==> config.mk <==
export PLATFORM = sky130hd
export DESIGN_NAME = digit_gene_formula_evaluator_flat
export DESIGN_NICKNAME = d
export VERILOG_FILES = /design/src/dgfe_pkg.sv /design/src/dgfe_if.sv /design/src/digit_gene_formula_evaluator.sv /design/src/dgfe_cfg.sv /design/src/dgfe_rem8.sv /design/src/dgfe_post.sv /design/src/flat_wrapper.sv
export VERILOG_INCLUDE_DIRS = /design/src /design/src/src
export SDC_FILE = /design/constraint.sdc
export NUM_CORES = 2
export LEC_CHECK = 0
export ABC_AREA = 1
export BUFFER_PORTS_ARGS = -buffer_cell sky130_fd_sc_hd__buf_2
export CAP_MARGIN = 20
export CORE_MARGIN = 2
export CORE_UTILIZATION = 54
export DETAILED_ROUTE_END_ITERATION = 10
export PLACE_DENSITY = 0.75
export RECOVER_POWER = 25
export SLEW_MARGIN = 20
export SYNTH_ARGS = -nofsm -noshare
export SYNTH_HDL_FRONTEND = slang
export SYNTH_HIERARCHICAL = 1
export SYNTH_SLANG_ARGS = --single-unit
==> constraint.sdc <==
create_clock -name clk -period 32 [get_ports clk]
set_input_delay 1.6 -clock clk [delete_from_list [all_inputs] [get_ports clk]]
set_output_delay 1.6 -clock clk [all_outputs]
set_load 0.1 [all_outputs]
==> src/digit_gene_formula_evaluator_macros.svh <==
// Assertion helpers shared by the evaluator. Both expect clk and rst_n in scope.
`ifndef DIGIT_GENE_FORMULA_EVALUATOR_MACROS_SVH
`define DIGIT_GENE_FORMULA_EVALUATOR_MACROS_SVH

// Same-cycle implication, switched off while reset is held.
`define DGFE_ASSERT_IMP(lbl, ante, cons, msg) \
  lbl: assert property (@(posedge clk) disable iff (!rst_n) (ante) |-> (cons)) \
    else $error(msg);

// Next-cycle implication, switched off while reset is held.
`define DGFE_ASSERT_NXT(lbl, ante, cons, msg) \
  lbl: assert property (@(posedge clk) disable iff (!rst_n) (ante) |=> (cons)) \
    else $error(msg);

`endif

==> src/dgfe_pkg.sv <==
`default_nettype none

package dgfe_pkg;

  // Field and datapath widths.
  localparam int X_W        = 32;
  localparam int GENE_W     = 44;
  localparam int LEN_W      = 5;
  localparam int DIGIT_W    = 4;
  localparam int MAG_W      = 8;
  localparam int PK_W       = 40;
  localparam int SQ_W       = 33;
  localparam int SQ_FULL_W  = 64;
  localparam int Q_W        = 41;
  localparam int RES_W      = 42;

  // Pipeline shape: abs, multiply, five remainder stages, output.
  localparam int NUM_STAGES = 8;
  localparam int REM_STAGES = 5;
  localparam int REM_BITS   = PK_W / REM_STAGES;

  // Gene rules.
  localparam int REQUIRED_DIGITS = 11;
  localparam int MAX_GENE_DIGITS = 16;

  // Saturation limits at the width of the final sum.
  localparam logic signed [RES_W-1:0] SAT_HI = 42'sd2147483647;
  localparam logic signed [RES_W-1:0] SAT_LO = -42'sd2147483648;

  typedef enum logic [1:0] {
    OP_LINEAR    = 2'd0,
    OP_INVERSE   = 2'd1,
    OP_REMAINDER = 2'd2,
    OP_QUADRATIC = 2'd3
  } op_t;

  typedef enum logic {
    REG_GENE_DIGITS = 1'b0,
    REG_GENE_LENGTH = 1'b1
  } reg_idx_t;

  // Decoded view of the gene registers.
  typedef struct packed {
    op_t              op;
    logic             k_neg;
    logic [MAG_W-1:0] k_mag;
    logic             b_neg;
    logic [MAG_W-1:0] b_mag;
    logic [MAG_W-1:0] divisor;
    logic             short_gene;
  } gene_t;

  // Payload after the multiply stage.
  typedef struct packed {
    logic [PK_W-1:0] pk;
    logic            pneg;
    logic            big;
    logic [SQ_W-1:0] sq;
  } prod_t;

  // Payload through the remainder stages.
  typedef struct packed {
    logic [PK_W-1:0]  pk;
    logic             pneg;
    logic             big;
    logic [Q_W-1:0]   q;
    logic [MAG_W-1:0] rem;
  } rem_t;

  // Tens digit times ten plus units digit; raw nibbles up to 15 give at most 165.
  function automatic logic [MAG_W-1:0] term_mag(input logic [DIGIT_W-1:0] tens,
                                                input logic [DIGIT_W-1:0] units);
    logic [MAG_W-1:0] t8;
    logic [MAG_W-1:0] u8;
    t8 = MAG_W'(tens);
    u8 = MAG_W'(units);
    return (t8 << 3) + (t8 << 1) + u8;
  endfunction

endpackage

`default_nettype wire

==> src/dgfe_if.sv <==
`default_nettype none

// Input item channel.
interface dgfe_in_if;
  logic                             valid;
  logic                             ready;
  logic signed [dgfe_pkg::X_W-1:0]  x_value;
  modport source (output valid, output x_value, input ready);
  modport sink   (input valid, input x_value, output ready);
endinterface

// Result item channel.
interface dgfe_out_if;
  logic                             valid;
  logic                             ready;
  logic signed [dgfe_pkg::X_W-1:0]  y_value;
  logic                             gene_error;
  modport source (output valid, output y_value, output gene_error, input ready);
  modport sink   (input valid, input y_value, input gene_error, output ready);
endinterface

// Configuration write channel.
interface dgfe_cfg_if;
  logic                            valid;
  logic                            ready;
  dgfe_pkg::reg_idx_t              reg_index;
  logic [dgfe_pkg::GENE_W-1:0]     wdata;
  modport source (output valid, output reg_index, output wdata, input ready);
  modport sink   (input valid, input reg_index, input wdata, output ready);
endinterface

`default_nettype wire

==> src/digit_gene_formula_evaluator.sv <==
// Digit-gene formula evaluator.
// Channels: in_ch carries x_value items, out_ch returns y_value and gene_error,
// both valid/ready; an item moves at a clock edge with valid and ready high.
// cfg_ch writes gene_digits (index 0) and gene_length (index 1); it is always
// ready and should only be used while no item is in flight.
// The datapath is an eight-stage pipeline: magnitude, multiply, five stages of
// eight remainder steps each (one per dividend byte), and the output register.
// A result is offered once its item has moved from the magnitude stage through to the
// output register; one item per cycle is sustained while out_ch.ready stays high.
// The multiply stage and the byte-wide remainder steps set the stage depth.
// Each stage holds a valid bit and moves only when the stage after it is empty
// or moving, so a stalled receiver fills the bubbles first and then drops
// in_ch.ready; nothing is lost or repeated.
// Reset (rst_n low, synchronous) empties the pipeline, clears gene_digits and
// sets gene_length to sixteen.
`default_nettype none
`include "digit_gene_formula_evaluator_macros.svh"

module digit_gene_formula_evaluator (
  input  wire logic  clk,
  input  wire logic  rst_n,
  dgfe_in_if.sink    in_ch,
  dgfe_out_if.source out_ch,
  dgfe_cfg_if.sink   cfg_ch
);
  import dgfe_pkg::*;

  gene_t                    gene;
  logic [NUM_STAGES-1:0]    v_r, v_nxt;
  logic [NUM_STAGES-1:0]    rdy;

  logic                     xneg_r;
  logic [X_W-1:0]           ax_r, ax_nxt;
  logic [SQ_FULL_W-1:0]     sq_full;
  prod_t                    prod_r, prod_nxt;
  rem_t                     rem_r   [REM_STAGES];
  rem_t                     rem_nxt [REM_STAGES];
  logic signed [X_W-1:0]    y_r, y_nxt;
  logic                     err_r, err_nxt;

  dgfe_cfg u_cfg (
    .clk    (clk),
    .rst_n  (rst_n),
    .cfg_ch (cfg_ch),
    .gene   (gene)
  );

  // Stage ready chain: a stage loads when it is empty or its successor loads.
  assign rdy[NUM_STAGES-1] = !v_r[NUM_STAGES-1] || out_ch.ready;
  genvar gs;
  generate
    for (gs = 0; gs < NUM_STAGES - 1; gs++) begin : g_rdy
      assign rdy[gs] = !v_r[gs] || rdy[gs+1];
    end
  endgenerate

  // Valid bits travel with the data.
  assign v_nxt[0] = rdy[0] ? in_ch.valid : v_r[0];
  generate
    for (gs = 1; gs < NUM_STAGES; gs++) begin : g_vld
      assign v_nxt[gs] = rdy[gs] ? v_r[gs-1] : v_r[gs];
    end
  endgenerate

  always_ff @(posedge clk) begin
    if (!rst_n) begin
      v_r <= '0;
    end else begin
      v_r <= v_nxt;
    end
  end

  assign in_ch.ready = rdy[0];

  // Stage 0: sign and magnitude of x.
  assign ax_nxt = in_ch.x_value[X_W-1] ? (~in_ch.x_value + X_W'(1)) : in_ch.x_value;

  always_ff @(posedge clk) begin
    if (rdy[0]) begin
      xneg_r <= in_ch.x_value[X_W-1];
      ax_r   <= ax_nxt;
    end
  end

  // Stage 1: |k|*|x| and |x|*|x|; the square is flagged when above 2^32.
  assign sq_full = SQ_FULL_W'(ax_r) * SQ_FULL_W'(ax_r);

  always_comb begin
    prod_nxt.pk   = PK_W'(gene.k_mag) * PK_W'(ax_r);
    prod_nxt.pneg = xneg_r ^ gene.k_neg;
    prod_nxt.big  = (sq_full[SQ_FULL_W-1:SQ_W] != '0) ||
                    (sq_full[SQ_W-1] && (sq_full[SQ_W-2:0] != '0));
    prod_nxt.sq   = sq_full[SQ_W-1:0];
  end

  always_ff @(posedge clk) begin
    if (rdy[1]) begin
      prod_r <= prod_nxt;
    end
  end

  // Stages 2 to 6: remainder of |k*x| by the divisor, one byte per stage.
  // The first of them also forms |k|*x*x.
  generate
    for (gs = 0; gs < REM_STAGES; gs++) begin : g_rem
      logic [MAG_W-1:0] rem_step;
      if (gs == 0) begin : g_first
        dgfe_rem8 u_rem8 (
          .rem_in  ('0),
          .bits    (prod_r.pk[PK_W-1 -: REM_BITS]),
          .divisor (gene.divisor),
          .rem_out (rem_step)
        );
        always_comb begin
          rem_nxt[gs].pk   = prod_r.pk;
          rem_nxt[gs].pneg = prod_r.pneg;
          rem_nxt[gs].big  = prod_r.big;
          rem_nxt[gs].q    = Q_W'(gene.k_mag) * Q_W'(prod_r.sq);
          rem_nxt[gs].rem  = rem_step;
        end
      end else begin : g_next
        dgfe_rem8 u_rem8 (
          .rem_in  (rem_r[gs-1].rem),
          .bits    (rem_r[gs-1].pk[PK_W-1-gs*REM_BITS -: REM_BITS]),
          .divisor (gene.divisor),
          .rem_out (rem_step)
        );
        always_comb begin
          rem_nxt[gs]     = rem_r[gs-1];
          rem_nxt[gs].rem = rem_step;
        end
      end
      always_ff @(posedge clk) begin
        if (rdy[gs+2]) begin
          rem_r[gs] <= rem_nxt[gs];
        end
      end
    end
  endgenerate

  // Stage 7: combine, saturate and hold for the receiver.
  dgfe_post u_post (
    .st   (rem_r[REM_STAGES-1]),
    .gene (gene),
    .y    (y_nxt),
    .err  (err_nxt)
  );

  always_ff @(posedge clk) begin
    if (rdy[NUM_STAGES-1]) begin
      y_r   <= y_nxt;
      err_r <= err_nxt;
    end
  end

  assign out_ch.valid      = v_r[NUM_STAGES-1];
  assign out_ch.y_value    = y_r;
  assign out_ch.gene_error = err_r;

  // Checks on the pipeline control and the error path.
  `DGFE_ASSERT_IMP(a_err_zero, out_ch.valid && out_ch.gene_error,
                   out_ch.y_value == '0, "error result must carry zero")
  `DGFE_ASSERT_IMP(a_full_stall, !in_ch.ready, &v_r, "input stalled while a stage is empty")
  `DGFE_ASSERT_NXT(a_accept_load, in_ch.valid && in_ch.ready, v_r[0],
                   "accepted item not held in first stage")

endmodule

`default_nettype wire

==> src/dgfe_cfg.sv <==
`default_nettype none

module dgfe_cfg (
  input  wire logic        clk,
  input  wire logic        rst_n,
  dgfe_cfg_if.sink         cfg_ch,
  output dgfe_pkg::gene_t  gene
);
  import dgfe_pkg::*;

  logic [GENE_W-1:0] gene_digits_r, gene_digits_nxt;
  logic [LEN_W-1:0]  gene_length_r, gene_length_nxt;
  logic [MAG_W-1:0]  aux_mag;

  // Writes are always taken.
  assign cfg_ch.ready = 1'b1;

  // Register write decode.
  always_comb begin
    gene_digits_nxt = gene_digits_r;
    gene_length_nxt = gene_length_r;
    if (cfg_ch.valid) begin
      unique case (cfg_ch.reg_index)
        REG_GENE_DIGITS: gene_digits_nxt = cfg_ch.wdata;
        REG_GENE_LENGTH: gene_length_nxt = cfg_ch.wdata[LEN_W-1:0];
        default:         gene_digits_nxt = gene_digits_r;
      endcase
    end
  end

  always_ff @(posedge clk) begin
    if (!rst_n) begin
      gene_digits_r <= '0;
      gene_length_r <= LEN_W'(MAX_GENE_DIGITS);
    end else begin
      gene_digits_r <= gene_digits_nxt;
      gene_length_r <= gene_length_nxt;
    end
  end

  // Split the digits into operation and the three signed terms.
  // Odd sign digits are negative; a length above the maximum is still valid.
  assign aux_mag = term_mag(gene_digits_r[32 +: DIGIT_W], gene_digits_r[36 +: DIGIT_W]);

  always_comb begin
    gene.op         = op_t'(gene_digits_r[1:0]);
    gene.k_neg      = gene_digits_r[4];
    gene.k_mag      = term_mag(gene_digits_r[8 +: DIGIT_W], gene_digits_r[12 +: DIGIT_W]);
    gene.b_neg      = gene_digits_r[16];
    gene.b_mag      = term_mag(gene_digits_r[20 +: DIGIT_W], gene_digits_r[24 +: DIGIT_W]);
    gene.divisor    = (aux_mag == '0) ? MAG_W'(1) : aux_mag;
    gene.short_gene = (gene_length_r < LEN_W'(REQUIRED_DIGITS));
  end

endmodule

`default_nettype wire

==> src/dgfe_rem8.sv <==
`default_nettype none

// Eight restoring remainder steps: shifts in eight dividend bits, MSB first.
module dgfe_rem8 (
  input  wire logic [dgfe_pkg::MAG_W-1:0]    rem_in,
  input  wire logic [dgfe_pkg::REM_BITS-1:0] bits,
  input  wire logic [dgfe_pkg::MAG_W-1:0]    divisor,
  output logic      [dgfe_pkg::MAG_W-1:0]    rem_out
);
  import dgfe_pkg::*;

  logic [MAG_W:0]      acc;
  logic [MAG_W-1:0]    r;
  logic [REM_BITS-1:0] sh;

  always_comb begin
    r  = rem_in;
    sh = bits;
    acc = '0;
    for (int i = 0; i < REM_BITS; i++) begin
      acc = {r, sh[REM_BITS-1]};
      if (acc >= {1'b0, divisor}) begin
        acc = acc - {1'b0, divisor};
      end
      r  = acc[MAG_W-1:0];
      sh = sh << 1;
    end
    rem_out = r;
  end

endmodule

`default_nettype wire

==> src/dgfe_post.sv <==
`default_nettype none

// Final combine: apply signs, add b, select by operation and saturate.
module dgfe_post (
  input  wire dgfe_pkg::rem_t              st,
  input  wire dgfe_pkg::gene_t             gene,
  output logic signed [dgfe_pkg::X_W-1:0]  y,
  output logic                             err
);
  import dgfe_pkg::*;

  logic signed [RES_W-1:0] pk_s;
  logic signed [RES_W-1:0] q_s;
  logic signed [RES_W-1:0] rem_s;
  logic signed [RES_W-1:0] b_s;
  logic signed [RES_W-1:0] res;
  logic                    force_hi;
  logic                    force_lo;

  // Signed operands at the width of the sum.
  always_comb begin
    pk_s  = st.pneg   ? -$signed(RES_W'(st.pk))  : $signed(RES_W'(st.pk));
    q_s   = gene.k_neg ? -$signed(RES_W'(st.q))  : $signed(RES_W'(st.q));
    rem_s = st.pneg   ? -$signed(RES_W'(st.rem)) : $signed(RES_W'(st.rem));
    b_s   = gene.b_neg ? -$signed(RES_W'(gene.b_mag)) : $signed(RES_W'(gene.b_mag));
  end

  // Operation select. A large square with nonzero k saturates toward the sign of k.
  always_comb begin
    force_hi = 1'b0;
    force_lo = 1'b0;
    unique case (gene.op)
      OP_LINEAR:    res = pk_s + b_s;
      OP_INVERSE:   res = pk_s - b_s;
      OP_REMAINDER: res = rem_s + b_s;
      OP_QUADRATIC: begin
        res = q_s + b_s;
        if (st.big && (gene.k_mag != '0)) begin
          force_hi = !gene.k_neg;
          force_lo = gene.k_neg;
        end
      end
      default:      res = pk_s + b_s;
    endcase
  end

  // Saturate, or report a short gene.
  always_comb begin
    err = gene.short_gene;
    if (gene.short_gene) begin
      y = '0;
    end else if (force_hi || (res > SAT_HI)) begin
      y = SAT_HI[X_W-1:0];
    end else if (force_lo || (res < SAT_LO)) begin
      y = SAT_LO[X_W-1:0];
    end else begin
      y = res[X_W-1:0];
    end
  end

endmodule

`default_nettype wire

==> src/flat_wrapper.sv <==
// flat-port wrapper written by rule: the top's interface ports become plain ports
module digit_gene_formula_evaluator_flat import dgfe_pkg::*;
  (clk, rst_n, in_ch_valid, in_ch_x_value, in_ch_ready, out_ch_valid, out_ch_y_value, out_ch_gene_error, out_ch_ready, cfg_ch_valid, cfg_ch_reg_index, cfg_ch_wdata, cfg_ch_ready);
  dgfe_in_if in_ch_i ();
  dgfe_out_if out_ch_i ();
  dgfe_cfg_if cfg_ch_i ();
  input  wire logic clk;
  input  wire logic rst_n;
  input wire logic [$bits(in_ch_i.valid)-1:0] in_ch_valid;
  input wire logic [$bits(in_ch_i.x_value)-1:0] in_ch_x_value;
  output wire logic [$bits(in_ch_i.ready)-1:0] in_ch_ready;
  output wire logic [$bits(out_ch_i.valid)-1:0] out_ch_valid;
  output wire logic [$bits(out_ch_i.y_value)-1:0] out_ch_y_value;
  output wire logic [$bits(out_ch_i.gene_error)-1:0] out_ch_gene_error;
  input wire logic [$bits(out_ch_i.ready)-1:0] out_ch_ready;
  input wire logic [$bits(cfg_ch_i.valid)-1:0] cfg_ch_valid;
  input wire logic [$bits(cfg_ch_i.reg_index)-1:0] cfg_ch_reg_index;
  input wire logic [$bits(cfg_ch_i.wdata)-1:0] cfg_ch_wdata;
  output wire logic [$bits(cfg_ch_i.ready)-1:0] cfg_ch_ready;
  assign in_ch_i.valid = in_ch_valid;
  assign in_ch_i.x_value = in_ch_x_value;
  assign in_ch_ready = in_ch_i.ready;
  assign out_ch_valid = out_ch_i.valid;
  assign out_ch_y_value = out_ch_i.y_value;
  assign out_ch_gene_error = out_ch_i.gene_error;
  assign out_ch_i.ready = out_ch_ready;
  assign cfg_ch_i.valid = cfg_ch_valid;
  assign cfg_ch_i.reg_index = cfg_ch_reg_index;
  assign cfg_ch_i.wdata = cfg_ch_wdata;
  assign cfg_ch_ready = cfg_ch_i.ready;
  digit_gene_formula_evaluator u_core (.clk(clk), .rst_n(rst_n), .in_ch(in_ch_i), .out_ch(out_ch_i), .cfg_ch(cfg_ch_i));
endmodule
==> flow_summary.json <==
{
  "reg2reg_from": "u_core/u_cfg/gene_digits_r[32]",
  "drv_cap": 0,
  "clk_pin_slew_ps": 70,
  "cp-start-kind": "flip-flop",
  "grt_start_max_net_pins": 75,
  "cts_made_buffers": 71,
  "critPathCapture": "u_core/rem_r[1][2]",
  "finClkSkew_ps": 59.9,
  "nNetsFinal": 14855,
  "hold_slack_ps": 370,
  "rrSetupSlack_ps": 13870,
  "slew_headroom_pct": 20.5,
  "cts_setup_buffers": 0,
  "dieWidth_um": 432,
  "max_clock_freq_mhz": 55.2,
  "drt-initial-drc-count": 6467,
  "crit_start": "u_core/u_cfg/gene_digits_r[32]",
  "cp_num_buf_inv": 17,
  "required_ps": 32400,
  "area_delta_synth_final_pct": 5.27,
  "r2r-end": "u_core/rem_r[1][2]",
  "status": "finished clean",
  "slowest_delay_ps": 600,
  "core_um2": 183000,
  "hold_violations": 0,
  "grt_pass1_vias": 79242,
  "slew_viol_final": 0,
  "synth_ff_type": "edfxtp_1",
  "hp-class": "flip-flop to flip-flop",
  "ys_warn_count": 6,
  "critical_path_class": "flip-flop to flip-flop",
  "place_inst": 15040,
  "synth.yosys.seq_area_share_pct": 18.9,
  "fin_setup_tns_ps": 0,
  "io_pins": 118,
  "cts-htree-levels": 3,
  "synth_seq_cells": 636,
  "synthCells": 12777,
  "antenna_left": 0,
  "clock_latency_ps": 690,
  "drive_above_1_share_pct": 6.30,
  "cp.arrival_ps": 18530,
  "detail_route.wl_per_cell_um": 16.5,
  "drc": 0,
  "routed_via_density": 5.27,
  "max-clock-path-buffers": 3,
  "rsz0062_at_grt": "no",
  "grt_pass1_wl_um": 410000,
  "cts.sinks": 636,
  "place_hpwl_um": 200000,
  "crit_family": "simple AND/OR/NAND/NOR gates",
  "syn_area_um2": 99100,
  "fin_crit_sh_pct": 56.7,
  "setup_slack_ps": 13870,
  "cpMaxStageDelayCell": "fa_1",
  "endpoint_kind": "flip-flop",
  "pre_cts_ws_ps": 14180,
  "place_congestion": 1.02,
  "met2_usage_pct": 44.9,
  "grt_use_met3_pct": 3.36,
  "cts_resized": 0,
  "setup_viol": 0,
  "fill_cells": 16662,
  "wl_um": 251000,
  "ys_async_sr_fraction_pct": 0,
  "vias": 79880,
  "rows": 157,
  "grt_use_met1_pct": 37.6,
  "synth_cell_type_count": 74,
  "worstMarginPinSlew_ps": 1190,
  "drtPass1Iterations": 6,
  "crit_top_cell": "nand2_1",
  "numPortBuffers": 102,
  "root_buffer": "clkbuf_16",
  "synth_edf_count": 595,
  "finalNonFillerCells": 15171,
  "cts_tree": "yes",
  "holdBufCountCts": 0,
  "fin_crit_ps": 18130,
  "path_depth": 114,
  "start_util_pct": 54.2,
  "grtUsageTotal_pct": 27.4,
  "crit_fanout": 32,
  "top_usage_layer": "met2",
  "dieHeight_um": 432,
  "dieArea_um2": 187000,
  "syn_avg_cell_area_um2": 7.75,
  "grt.overflow.total": 0,
  "antenna_found_initial": 4,
  "reg2reg_depth": 114
}
-- kinds of logic after synthesis --
logic type,count (synthesis),synth area share [%]
other cells,3,0.0114
flops,636,18.9
mux,3,0.0303
buf+inv,3369,13.0
simple gates,5160,22.6
fa+ha+maj,2044,34.9
compound gates,1116,6.58
xor+xnor,446,3.94
-- metrics by stage --
step	util [%]	instance area (um^2)
4_1_cts	57.1	104000
3_5_place_dp	55.7	102000
2_1_floorplan	-	99200
6_report	57.1	104000
3_3_place_gp	55.7	102000
5_1_grt	57.1	104000
-- state kept, by name (all words and copies together) (netlist names) --
signal	flops
u_core/v_r	8
u_core/rem_r	455
u_core/u_cfg/gene_digits_r	28
u_core/out_ch.gene_error	1
u_core/u_cfg/gene_length_r	5
u_core/out_ch.y_value	32
u_core/xneg_r	1
u_core/prod_r	74
u_core/ax_r	32
-- cells in the mapped netlist, drive strengths merged (13+ instances only) --
master / n / area share (%)
a21o: 15 / 0.11
a21oi: 540 / 2.9
a31oi: 42 / 0.27
buf: 119 / 0.68
clkbuf: 186 / 0.74
dfxtp: 41 / 0.83
edfxtp: 595 / 18
fa: 1202 / 24
ha: 842 / 11
inv: 3061 / 12
nand2: 3460 / 14
nand3: 533 / 3.2
nand3b: 22 / 0.17
nand4: 115 / 0.74
nor2: 818 / 3.5
nor3: 87 / 0.51
nor4: 48 / 0.32
o21a: 28 / 0.21
o21ai: 339 / 1.9
o21bai: 65 / 0.49
o22ai: 13 / 0.082
o31ai: 18 / 0.14
or2: 49 / 0.31
xnor2: 153 / 1.4
xor2: 293 / 2.6
-- routing by layer --
metal	share of wire, %	vias to the layer above
li1	-	38895
met1	44	37934
met5	0.011	-
met3	6.8	454
met4	3.5	4
met2	46	2593
-- layout make-up --
class	count	area [um^2]	share of cell area, %
clock inverter	45	589	0.565
multi-input combinational	8791	67600	64.9
antenna	5	12.5	0.0120
clock buffer	80	1850	1.78
tap	2385	2980	2.86
timing repair buffer	165	1000	0.962
inverter	3064	11500	11.0
sequential	636	18700	17.9
-- placed cells by master, fill, tap and decap left out, types with 41 or more instances in the layout --
master | synthesis | final
a21oi_1 | 499 | 498
a31oi_1 | 42 | 42
buf_2 | 15 | 102
buf_4 | 8 | 62
clkbuf_16 | 0 | 73
edfxtp_1 | 595 | 595
fa_1 | 1202 | 1201
ha_1 | 842 | 839
inv_1 | 3002 | 2996
inv_2 | 55 | 55
nand2_1 | 3324 | 3322
nand2_2 | 101 | 103
nand3_1 | 463 | 463
nand3_2 | 51 | 51
nand4_1 | 113 | 113
nor2_1 | 712 | 712
nor2_2 | 70 | 70
nor3_1 | 73 | 73
nor4_1 | 46 | 46
o21ai_0 | 263 | 263
o21ai_1 | 41 | 41
o21bai_1 | 65 | 65
xnor2_1 | 153 | 153
xor2_1 | 293 | 290
-- how the worst min path moves through the flow --
stage / start / to / slack [ps] / depth (start not counted)
after floorplan: u_core/prod_r[33] / u_core/rem_r[0][49] / 400 / 0
after global placement: u_core/rem_r[0][70] / u_core/rem_r[1][70] / 400 / 0
after detailed placement: u_core/prod_r[38] / u_core/rem_r[0][54] / 400 / 0
after CTS: u_core/rem_r[1][45] / u_core/rem_r[2][45] / 370 / 0
after global routing: u_core/rem_r[1][45] / u_core/rem_r[2][45] / 380 / 0
final: u_core/rem_r[1][45] / u_core/rem_r[2][45] / 370 / 0
Power is left out: the tool's default activity adds up to more than one toggle a clock period on the data nets, which glitch-free logic cannot reach.
